==> src/hdl/oale_pkg.sv <==
// ----------------------------------------------------------------------------
// Ordered array list engine package
// Item types, request and status codes, and sequencer states shared by the
// list engine.
// ----------------------------------------------------------------------------
package oale_pkg;

    // Fixed field widths of the request and response items.
    localparam int KEY_W     = 44;
    localparam int REQ_W     = 3;
    localparam int POS_W     = 7;
    localparam int IN_PAY_W  = 32;
    localparam int STATUS_W  = 2;
    localparam int FOUND_W   = 6;
    localparam int LCOUNT_W  = 7;

    // Request codes.
    localparam logic [REQ_W-1:0] REQ_APPEND = 3'd0;
    localparam logic [REQ_W-1:0] REQ_INSERT = 3'd1;
    localparam logic [REQ_W-1:0] REQ_DELETE = 3'd2;
    localparam logic [REQ_W-1:0] REQ_SEARCH = 3'd3;
    localparam logic [REQ_W-1:0] REQ_UPDATE = 3'd4;

    // Status codes.
    localparam logic [STATUS_W-1:0] STAT_OK     = 2'd0;
    localparam logic [STATUS_W-1:0] STAT_FULL   = 2'd1;
    localparam logic [STATUS_W-1:0] STAT_BADPOS = 2'd2;
    localparam logic [STATUS_W-1:0] STAT_MISS   = 2'd3;

    // One request item.
    typedef struct packed {
        logic [REQ_W-1:0]    req_type;
        logic [POS_W-1:0]    position;
        logic [KEY_W-1:0]    entry_key;
        logic [IN_PAY_W-1:0] entry_payload;
    } oale_req_t;

    // One response item.
    typedef struct packed {
        logic [STATUS_W-1:0] status;
        logic [FOUND_W-1:0]  found_index;
        logic [LCOUNT_W-1:0] list_count;
    } oale_rsp_t;

    // Sequencer states.
    typedef enum logic [3:0] {
        ST_IDLE,
        ST_UP_RD,
        ST_UP_WR,
        ST_PUT,
        ST_DN_RD,
        ST_DN_WR,
        ST_SRCH_RD,
        ST_SRCH_CMP,
        ST_DONE
    } oale_state_t;

endpackage

==> src/hdl/ordered_array_list_engine.sv <==
// ----------------------------------------------------------------------------
// Ordered array list engine
// Fixed-capacity ordered list of key and payload entries with append, insert,
// delete, search and update requests, one response item per request item.
// ----------------------------------------------------------------------------
// The list lives in one entry memory with one write port and one registered
// read port, and a small sequencer walks it one entry at a time. Each moved
// entry is read, then written. Append, update, rejected requests and unknown
// codes move no entries; an insert at position p moves count-p entries and a
// delete at position p moves count-p-1, while a search reads from index 0
// until it hits or reaches the end of the list. The request side is stalled
// from acceptance until the response has been loaded into the output
// register; a response that waits there does not stop the next request from
// being taken. The entry memory needs no clearing after reset, since only
// entries below the current count are ever read.
module ordered_array_list_engine #(
    parameter int CAPACITY     = 64,
    parameter int PAYLOAD_BITS = 32
) (
    input  logic                clk,
    input  logic                rst_n,
    input  logic                req_valid,
    output logic                req_stall,
    input  oale_pkg::oale_req_t req_item,
    output logic                rsp_valid,
    input  logic                rsp_stall,
    output oale_pkg::oale_rsp_t rsp_item
);
    import oale_pkg::*;

    localparam int IDX_W   = (CAPACITY > 1) ? $clog2(CAPACITY) : 1;
    localparam int CNT_W   = $clog2(CAPACITY + 1);
    localparam int CMP_W   = (CNT_W > POS_W) ? CNT_W : POS_W;
    localparam int ENTRY_W = KEY_W + PAYLOAD_BITS;

    // Sequencer and datapath registers.
    oale_state_t             state_reg, state_next;
    logic [CNT_W-1:0]        count_reg, count_next;
    logic [CNT_W-1:0]        idx_reg, idx_next;
    logic                    rsp_valid_reg, rsp_valid_next;
    logic [CMP_W-1:0]        pos_reg, pos_next;
    logic [KEY_W-1:0]        key_reg, key_next;
    logic [PAYLOAD_BITS-1:0] payload_reg, payload_next;
    logic [STATUS_W-1:0]     status_reg, status_next;
    logic [FOUND_W-1:0]      found_reg, found_next;
    oale_rsp_t               rsp_item_reg, rsp_item_next;

    // Entry memory and its ports.
    logic [ENTRY_W-1:0]      mem [CAPACITY];
    logic [ENTRY_W-1:0]      rd_data_reg;
    logic                    rd_en;
    logic [IDX_W-1:0]        rd_addr;
    logic                    wr_en;
    logic [IDX_W-1:0]        wr_addr;
    logic [ENTRY_W-1:0]      wr_data;

    // Shared index arithmetic and compares.
    logic                    accept;
    logic                    rsp_free;
    logic [CNT_W-1:0]        idx_p1;
    logic [CNT_W-1:0]        idx_m1;
    logic [CNT_W-1:0]        count_m1;
    logic                    full;
    logic [CMP_W-1:0]        req_pos;
    logic                    pos_gt_cnt;
    logic                    pos_ge_cnt;
    logic                    pos_lt_cnt_m1;
    logic                    key_hit;
    logic [PAYLOAD_BITS-1:0] req_payload;

    assign accept   = req_valid && !req_stall;
    assign rsp_free = !rsp_valid_reg || !rsp_stall;

    always_comb
    begin
        idx_p1        = idx_reg + CNT_W'(1);
        idx_m1        = idx_reg - CNT_W'(1);
        count_m1      = count_reg - CNT_W'(1);
        full          = (count_reg == CNT_W'(CAPACITY));
        req_pos       = CMP_W'(req_item.position);
        pos_gt_cnt    = req_pos > CMP_W'(count_reg);
        pos_ge_cnt    = req_pos >= CMP_W'(count_reg);
        pos_lt_cnt_m1 = req_pos < CMP_W'(count_m1);
        key_hit       = (rd_data_reg[ENTRY_W-1 -: KEY_W] == key_reg);
        req_payload   = PAYLOAD_BITS'(req_item.entry_payload);
    end

    // Next state of the sequencer.
    always_comb
    begin
        state_next = state_reg;
        unique case (state_reg)
            ST_IDLE:
            begin
                if (accept)
                begin
                    case (req_item.req_type)
                        REQ_INSERT:
                        begin
                            if (full || pos_gt_cnt)
                                state_next = ST_DONE;
                            else if (pos_ge_cnt)
                                state_next = ST_PUT;
                            else
                                state_next = ST_UP_RD;
                        end
                        REQ_DELETE:
                        begin
                            if (!pos_ge_cnt && pos_lt_cnt_m1)
                                state_next = ST_DN_RD;
                            else
                                state_next = ST_DONE;
                        end
                        REQ_SEARCH:
                        begin
                            if (count_reg == '0)
                                state_next = ST_DONE;
                            else
                                state_next = ST_SRCH_RD;
                        end
                        default:
                            state_next = ST_DONE;
                    endcase
                end
            end
            ST_UP_RD:
                state_next = ST_UP_WR;
            ST_UP_WR:
            begin
                if (CMP_W'(idx_m1) > pos_reg)
                    state_next = ST_UP_RD;
                else
                    state_next = ST_PUT;
            end
            ST_PUT:
                state_next = ST_DONE;
            ST_DN_RD:
                state_next = ST_DN_WR;
            ST_DN_WR:
            begin
                if (idx_p1 < count_m1)
                    state_next = ST_DN_RD;
                else
                    state_next = ST_DONE;
            end
            ST_SRCH_RD:
                state_next = ST_SRCH_CMP;
            ST_SRCH_CMP:
            begin
                if (!key_hit && (idx_p1 < count_reg))
                    state_next = ST_SRCH_RD;
                else
                    state_next = ST_DONE;
            end
            ST_DONE:
            begin
                if (rsp_free)
                    state_next = ST_IDLE;
            end
            default:
                state_next = ST_IDLE;
        endcase
    end

    // Memory controls and datapath updates for each state.
    always_comb
    begin
        rd_en          = 1'b0;
        rd_addr        = idx_reg[IDX_W-1:0];
        wr_en          = 1'b0;
        wr_addr        = idx_reg[IDX_W-1:0];
        wr_data        = {key_reg, payload_reg};
        idx_next       = idx_reg;
        count_next     = count_reg;
        pos_next       = pos_reg;
        key_next       = key_reg;
        payload_next   = payload_reg;
        status_next    = status_reg;
        found_next     = found_reg;
        rsp_item_next  = rsp_item_reg;
        rsp_valid_next = rsp_valid_reg && rsp_stall;

        unique case (state_reg)
            ST_IDLE:
            begin
                if (accept)
                begin
                    pos_next     = req_pos;
                    key_next     = req_item.entry_key;
                    payload_next = req_payload;
                    status_next  = STAT_OK;
                    found_next   = '0;
                    case (req_item.req_type)
                        REQ_APPEND:
                        begin
                            if (full)
                                status_next = STAT_FULL;
                            else
                            begin
                                wr_en      = 1'b1;
                                wr_addr    = count_reg[IDX_W-1:0];
                                wr_data    = {req_item.entry_key, req_payload};
                                count_next = count_reg + CNT_W'(1);
                            end
                        end
                        REQ_INSERT:
                        begin
                            if (full)
                                status_next = STAT_FULL;
                            else if (pos_gt_cnt)
                                status_next = STAT_BADPOS;
                            else
                                idx_next = count_reg;
                        end
                        REQ_DELETE:
                        begin
                            if (pos_ge_cnt)
                                status_next = STAT_BADPOS;
                            else
                            begin
                                idx_next = CNT_W'(req_item.position);
                                // Deleting the last entry needs no moves.
                                if (!pos_lt_cnt_m1)
                                    count_next = count_m1;
                            end
                        end
                        REQ_SEARCH:
                        begin
                            status_next = STAT_MISS;
                            idx_next    = '0;
                        end
                        REQ_UPDATE:
                        begin
                            if (pos_ge_cnt)
                                status_next = STAT_BADPOS;
                            else
                            begin
                                wr_en   = 1'b1;
                                wr_addr = req_pos[IDX_W-1:0];
                                wr_data = {req_item.entry_key, req_payload};
                            end
                        end
                        default:
                        begin
                            status_next = STAT_OK;
                        end
                    endcase
                end
            end
            ST_UP_RD:
            begin
                rd_en   = 1'b1;
                rd_addr = idx_m1[IDX_W-1:0];
            end
            ST_UP_WR:
            begin
                wr_en    = 1'b1;
                wr_data  = rd_data_reg;
                idx_next = idx_m1;
            end
            ST_PUT:
            begin
                wr_en      = 1'b1;
                wr_addr    = pos_reg[IDX_W-1:0];
                count_next = count_reg + CNT_W'(1);
            end
            ST_DN_RD:
            begin
                rd_en   = 1'b1;
                rd_addr = idx_p1[IDX_W-1:0];
            end
            ST_DN_WR:
            begin
                wr_en    = 1'b1;
                wr_data  = rd_data_reg;
                idx_next = idx_p1;
                if (!(idx_p1 < count_m1))
                    count_next = count_m1;
            end
            ST_SRCH_RD:
            begin
                rd_en = 1'b1;
            end
            ST_SRCH_CMP:
            begin
                if (key_hit)
                begin
                    status_next = STAT_OK;
                    found_next  = FOUND_W'(idx_reg);
                end
                else
                    idx_next = idx_p1;
            end
            ST_DONE:
            begin
                if (rsp_free)
                begin
                    rsp_valid_next            = 1'b1;
                    rsp_item_next.status      = status_reg;
                    rsp_item_next.found_index = found_reg;
                    rsp_item_next.list_count  = LCOUNT_W'(count_reg);
                end
            end
            default:
            begin
                rd_en = 1'b0;
            end
        endcase
    end

    // Control registers.
    always_ff @(posedge clk or negedge rst_n)
    begin
        if (!rst_n)
        begin
            state_reg     <= ST_IDLE;
            count_reg     <= '0;
            idx_reg       <= '0;
            rsp_valid_reg <= 1'b0;
        end
        else
        begin
            state_reg     <= state_next;
            count_reg     <= count_next;
            idx_reg       <= idx_next;
            rsp_valid_reg <= rsp_valid_next;
        end
    end

    // Payload registers.
    always_ff @(posedge clk)
    begin
        pos_reg      <= pos_next;
        key_reg      <= key_next;
        payload_reg  <= payload_next;
        status_reg   <= status_next;
        found_reg    <= found_next;
        rsp_item_reg <= rsp_item_next;
    end

    // Entry memory with one write port and one registered read port.
    always_ff @(posedge clk)
    begin
        if (wr_en)
            mem[wr_addr] <= wr_data;
        if (rd_en)
            rd_data_reg <= mem[rd_addr];
    end

    assign req_stall = (state_reg != ST_IDLE);
    assign rsp_valid = rsp_valid_reg;
    assign rsp_item  = rsp_item_reg;

    // The entry count never exceeds the capacity.
    assert property (@(posedge clk) disable iff (!rst_n)
        count_reg <= CNT_W'(CAPACITY))
        else $error("entry count above capacity");

    // The entry count moves by at most one per cycle.
    assert property (@(posedge clk) disable iff (!rst_n)
        !$stable(count_reg) |->
            (count_reg == $past(count_reg) + CNT_W'(1)) ||
            (count_reg == $past(count_reg) - CNT_W'(1)))
        else $error("entry count jumped");

    // Writes land at or below the current end of the list.
    assert property (@(posedge clk) disable iff (!rst_n)
        wr_en |-> (CNT_W'(wr_addr) <= count_reg))
        else $error("write beyond end of list");

    // While shifting up, the walk stays above the insert position.
    assert property (@(posedge clk) disable iff (!rst_n)
        (state_reg == ST_UP_RD) |-> (CMP_W'(idx_reg) > pos_reg))
        else $error("insert shift passed its position");

    // An accepted item always starts the sequencer.
    assert property (@(posedge clk) disable iff (!rst_n)
        accept |=> (state_reg != ST_IDLE))
        else $error("accepted item not processed");

endmodule

==> config.mk <==
export PLATFORM = sky130hd
export DESIGN_NAME = ordered_array_list_engine
export DESIGN_NICKNAME = d
export VERILOG_FILES = /design/src/hdl/oale_pkg.sv /design/src/hdl/ordered_array_list_engine.sv
export SDC_FILE = /design/constraint.sdc
export NUM_CORES = 2
export LEC_CHECK = 0
export BUFFER_PORTS_ARGS = -buffer_cell sky130_fd_sc_hd__buf_2
export CAP_MARGIN = 10
export CELL_PAD_IN_SITES_DETAIL_PLACEMENT = 0
export CELL_PAD_IN_SITES_GLOBAL_PLACEMENT = 2
export CORE_MARGIN = 2
export CORE_UTILIZATION = 46
export DETAILED_ROUTE_END_ITERATION = 12
export GPL_TIMING_DRIVEN = 0
export HOLD_SLACK_MARGIN = 0.03
export MAX_ROUTING_LAYER = met4
export PLACE_DENSITY_LB_ADDON = 0.1
export SETUP_SLACK_MARGIN = 0.15
export SYNTH_ARGS = -nofsm -noshare
export SYNTH_HDL_FRONTEND = slang
export SYNTH_MEMORY_MAX_BITS = 65536
export SYNTH_SLANG_ARGS = --single-unit
==> constraint.sdc <==
create_clock -name clk -period 7.4 [get_ports clk]
set_input_delay 2.22 -clock clk [delete_from_list [all_inputs] [get_ports clk]]
set_output_delay 2.22 -clock clk [all_outputs]
set_load 0.1 [all_outputs]
# Word level (Yosys, flattened, before mapping)
# Memories as Yosys holds them, arrays and structs flattened. A register that Yosys moved wholly into a read port is not among the register bits.
# Cells that the tools add are included.
[totals] register_bits=125 latch_bits=0 mem_bits_rw=4864 rom_bits=0 elab_cells=134 mem_count=1
[classes] n_addsub=4 mul=0 n_div=0 order_cmp=6 eq_ne=26 shift=0 mux=57 n_bitwise=0 reduce_logical=28
[memory_table] name="mem" words=64 word_bits=76 read_ports=1 rd_clocked_by_memory_dff=1 wr=1 line_no="ordered_array_list_engine.sv:49" text="logic [ENTRY_W-1:0] mem [CAPACITY];"
[ops] operator="$pmux 76 s2" count=2
[ops] operator="$mux 76" count=3
[ops] operator="$mux 7" count=10
[ops] operator="$pmux 6 s2" count=4
[ops] operator="$eq 44x44->1" count=1
[ops] operator="$pmux 7 s3" count=2
[ops] operator="$pmux 4 s9" count=1
[ops] operator="$mux 6" count=5
[ops] operator="$mux 4" count=7
[ops] operator="$pmux 7 s4" count=1
[ops] operator="$lt 7x7->1" count=3
[ops] operator="$eq 4x3->1 const B" count=4
[ops] operator="$ne 3x3->1 const B" count=5
[ops] operator="$add 7x1->7 const B" count=2
[ops] operator="$gt 7x7->1" count=2
[ops] operator="$mux 2" count=7
[ops] operator="$pmux 7 s2" count=1
[ops] operator="$reduce_and 7->1" count=2
[ops] operator="$sub 7x1->7 const B" count=2
[ops] operator="$pmux 4 s3" count=1
[ops] operator="$ne 2x2->1 const B" count=5
[ops] operator="$mux 1" count=9
[ops] operator="$eq 4x2->1 const B" count=2
[ops] operator="$pmux 2 s4" count=1
[ops] operator="other kinds (24)" count=39

# Logic depth before layout (Yosys ltp)
[depth] ltp_word=7 ltp_mapped=16 mapped_depth_nobuf=13

# Worst setup path before layout
# OpenSTA, ideal clock, no wires.
[synth_path] path_kind="in2reg" start="input port req_item[80] (netlist bit)" end="memory mem[16][32] (netlist bit), enable pin" setup_time_ps=446 t_arrival_ps=6347 path_slack_ps=608 path_stages=10 path_buffers=1 path_cell_list="ha_1 a21o_1 a21o_1 a21oi_1 a31oi_1 o311a_1 or2_1 or3_1 clkbuf_1 nor2_1"
[synth_between] elab_chain_len=7 word_cells_on_any_way=11 cone_classes="1 x order compare; 10 x mux"
[synth_lines] element="from (decl)" line_no="ordered_array_list_engine.sv:24" text="input oale_pkg::oale_req_t req_item,"
[synth_lines] element="$ge 7x7->1" line_no="ordered_array_list_engine.sv:82" text="pos_ge_cnt = req_pos >= CMP_W'(count_reg);"
[synth_lines] element="$mux 1" line_no="ordered_array_list_engine.sv:234" text="if (pos_ge_cnt)"
[synth_lines] element="$pmux 1 s2" line_no="ordered_array_list_engine.sv:193" text="case (req_item.req_type)"
[synth_lines] element="$mux 1" line_no="ordered_array_list_engine.sv:186" text="if (accept)"
[synth_lines] element="$pmux 1 s2" line_no="ordered_array_list_engine.sv:183" text="unique case (state_reg)"
[synth_lines] element="$mux 1" line_no="ordered_array_list_engine.sv:344" text="if (wr_en)"
[synth_lines] element="$mux 1 (not written as such)" line_no="ordered_array_list_engine.sv:345" text="mem[wr_addr] <= wr_data;"
[synth_lines] element="to (decl)" line_no="ordered_array_list_engine.sv:49"
# Several ways; a longest one is shown, not always the timed one.

# Final worst setup path
[layout_path] start="register idx_reg[0]" end="register rd_data_reg[42] (read register of mem) (data pin)"
[layout_between] elab_chain_len=2 word_cells_on_any_way=3 cone_classes="2 x add/sub; 1 x mux"
[layout_lines] element="from (decl)" line_no="ordered_array_list_engine.sv:39" text="logic [CNT_W-1:0] idx_reg, idx_next;"
[layout_lines] element="from (signal assigned)" line_no="ordered_array_list_engine.sv:325" text="idx_reg <= idx_next;"
[layout_lines] element="$add 7x1->7 / $sub 7x1->7 (equally long branches)" line_no="ordered_array_list_engine.sv:76, ordered_array_list_engine.sv:77"
[layout_lines] element="$pmux 6 s2 (*)" line_no="ordered_array_list_engine.sv:183"
[layout_lines] element="to (decl)" line_no="ordered_array_list_engine.sv:50" text="logic [ENTRY_W-1:0] rd_data_reg;"
# Every way passes the cells marked *; elsewhere a longest branch is shown, timed or not.
# A chain may end at the register's enable or synchronous reset.

==> reports/qor.csv <==
stage,metric,value,unit
outcome,status,"complete, but fails checks",
outcome,violations,max-slew violations,
floorplan,dieArea,267600,um^2
cells_and_area,finish.net_count,9214,
routing,avgRoutedWirePerCell,34.52,um
timing,hold_violations,0,
timing,worstMarginPinSlew,1734,ps
worst_setup_path,critPathLaunchType,flip-flop,
cells_and_area,drive_above_1_share,12.24,%
worst_setup_path,cp_data_required_time,7910,ps
routing,dr.first_iter.drc_count,11680,
logic_synthesis,synth_cell_type_count,80,
timing,max_freq,137.8,MHz
clock_network,cts_sinks,2953,
routing,drt-total-wl,444.4,mm
placed_design,place.gp.congestion,1.016,
cells_and_area,synthToLayoutAreaGrowth,17.39,%
floorplan,rows,188,
routing,vias_per_cell,6.262,
cells_and_area,stdcell_count,12880,
global_route,first_global_vias,75800,
logic_synthesis,synth_flop_cell,edfxtp_1,
routing,final_antenna_net_count,0,
timing,drv_slew,6,
worst_setup_path,end_kind,flip-flop,
routing,wl_met3,42.10,mm
timing,fin_worst_skew,44.45,ps
floorplan,start_util,46.22,%
worst_setup_path,critical_path_class,reg -> reg,
logic_synthesis,postSynthAreaPerCell,14.32,um^2
placed_design,dp_hpwl,321.3,mm
routing,wl_met2,195.3,mm
logic_synthesis,synth_cells,8463,
routing,route.layer.met1.wl,187.0,mm
floorplan,dieWidth,517.3,um
clock_network,cts_buffers,318,
timing,rsz0062_at_grt,false,
routing,top_layer,met4,
worst_setup_path,crit_fanout,10,
clock_network,cts_root_buf,clkbuf_16,
hold_path,min-delay-path-class,reg -> reg,
clock_network,tritoncts,built,
global_route,grt_pass1_wl,606.2,mm
logic_synthesis,ys_ff_latch,2953,
logic_synthesis,yosysWarnings,0,
clock_network,htree_num_levels,5,
routing,num_vias,80630,
routing,drc,0,
logic_synthesis,synthArstFlopShare,0.6434,%
global_route,grt_use_total,33.75,%
timing,period_share,98.03,%
clock_network,postCtsHoldBufs,0,
logic_synthesis,yosysSeqAreaShare,73.08,%
global_route,gr-total-overflow,0,
cells_and_area,largest_reg_flops,2816,
routing,drtPass1Iterations,8,
logic_synthesis,synth_edf_count,2934,
timing,finalSetupViolCount,0,
timing,setup_tns,0,ps
placed_design,dp.cells,12280,
logic_synthesis,syn_area,121200,um^2
worst_setup_path,crit_arrival,7760,ps
logic_synthesis,syn-num-nets,8585,
clock_network,post_cts_buffers,0,
floorplan,core,262300,um^2
placed_design,port_buffers,73,
timing,relSlewSlack,-15.60,%
clock_network,insertion_delay,930,ps
floorplan,die_h,517.3,um
run,drv_cap,0,
timing,period_minus_slack,7254,ps
clock_network,clockBufferDepth,4,
global_route,grt_start_max_net_pins,45,
floorplan,pin_count,107,
cells_and_area,utilization,54.25,%
clock_network,clk_pin_slew,60,ps
global_route,antenna_found_initial,41,
## metrics by stage
| stage | setup slack [ps] | area [um^2] | hold WS (ps) |
|---|---|---|---|
| final | 145.7 | 142300 | 417.8 |
| after global routing | 177.8 | 142300 | 423.3 |
| after CTS | 151.6 | 142200 | 418.1 |
| after detailed placement | -381.5 | 132300 | 405.7 |
| after global placement | -6246 | 126000 | 401.8 |
| after floorplan | 607.5 | 121200 | 400.3 |
## layout make-up
type / instances / area [um^2]
Timing Repair Buffer: 309 / 5438
Fill cell: 21570 / 120000
Buffer: 630 / 2666
Multi-Input combinational cell: 4849 / 31240
Tap cell: 3515 / 4398
Inverter: 31 / 118.9
Sequential cell: 2953 / 88580
Clock buffer: 419 / 8486
Antenna cell: 17 / 42.54
Clock inverter: 152 / 1328
## placed cells by master (no fill, tap or decap), types with 145 or more instances in the layout
cell | Yosys | final
buf_2 | 157 | 232
a31oi_1 | 252 | 252
a311oi_1 | 154 | 154
a21oi_1 | 163 | 162
clkbuf_1 | 380 | 471
nand2_1 | 1826 | 1826
buf_12 | 0 | 145
clkbuf_16 | 0 | 325
a211oi_1 | 300 | 300
and3_1 | 376 | 376
edfxtp_1 | 2934 | 2934
mux2i_1 | 415 | 415
nand3_1 | 318 | 318
## worst paths after layout
check / startpoint / end / slack [ps] / depth (start not counted)
setup / recovery: idx_reg[0] / rd_data_reg[42] / 150 / 14
hold / removal: found_reg[4] / rsp_item[11] / 420 / 0
setup reg to reg: idx_reg[0] / rd_data_reg[42] / 150 / 14
hold reg to reg: found_reg[4] / rsp_item[11] / 420 / 0
max in group asynchronous: rst_n / count_reg[4] / 5760 / 1
min in group asynchronous: rst_n / idx_reg[1] / 1290 / 1
## worst max-delay path, cell delays in order (launching register included)
cell and delay, ps:
dfrtp_1 420, clkbuf_1 430, inv_2 250, clkbuf_1 380, ha_1 570, inv_1 200
a31oi_1 260, o221a_2 420, buf_2 420, clkbuf_1 630, clkbuf_1 510, a31oi_1 190
a221o_1 450, a32oi_1 1220, o221ai_1 490
## synthesized netlist by cell type (5+ instances only)
cell type  count  area, um^2
a31oi_1      252        1577
mux2_2        39       439.2
xnor2_1       19       166.4
mux4_2        46        1036
a311oi_1     154        1349
dfrtp_1       19       475.5
a32oi_1       92       805.8
o211a_1        6       60.06
nor2_1       100       375.4
clkbuf_1     380        1426
nand4_1       19       118.9
inv_1         29       108.9
nor4_1        16       100.1
a221o_1       35       350.3
o221ai_1      81       709.4
buf_2        157       785.8
o21ai_0       34       170.2
buf_4         23       172.7
buf_1         69       259.0
nand2b_1      72       450.4
a22oi_1       50       375.4
nand3_1      318        1592
nand2_1     1826        6854
xor2_1        50       437.9
nand3b_1       7       52.55
and3_1       376        2352
nor3b_1        7       52.55
edfxtp_1    2934       88100
a211oi_1     300        2252
a21oi_1      163       815.8
o32ai_1       36       315.3
a32o_1        74       740.7
or3_1         42       262.8
nor2b_1        8       50.05
a221oi_1      71       621.9
nor3_1        18       90.09
o21ai_1        5       25.02
ha_1          32       400.4
mux2i_1      415        4154
o31ai_1        6       45.04
and2_1         5       31.28
a21o_1         8       60.06
## routing by layer
metal | GRT usage, % | up-vias
met1 | 47.90 | 41670
li1 | - | 34100
met2 | 49.05 | 4219
met4 | 12.73 | 0
met3 | 5.433 | 638
met5 | - | -
## cell families (layout without fill, tap and decap cells)
family / count (synthesis) / after routing / synth area share [%]
compound gates: 1407 / 1407 / 8.766
xor+xnor: 70 / 70 / 0.5120
fa+ha+maj: 33 / 33 / 0.3386
buf+inv: 661 / 1541 / 2.286
flops: 2953 / 2953 / 73.08
mux: 500 / 500 / 4.644
other cells: 0 / 17 / 0
simple gates: 2839 / 2839 / 10.37
## repair_timing
item / CTS / global route
cloned: 0 / 0
resized for setup: 14 / 3
endpoints found under the setup margin: 11 / 3
pin swaps: 0 / 0
Power is left out: the tool's default activity adds up to more than one toggle a clock period on the data nets, which glitch-free logic cannot reach.
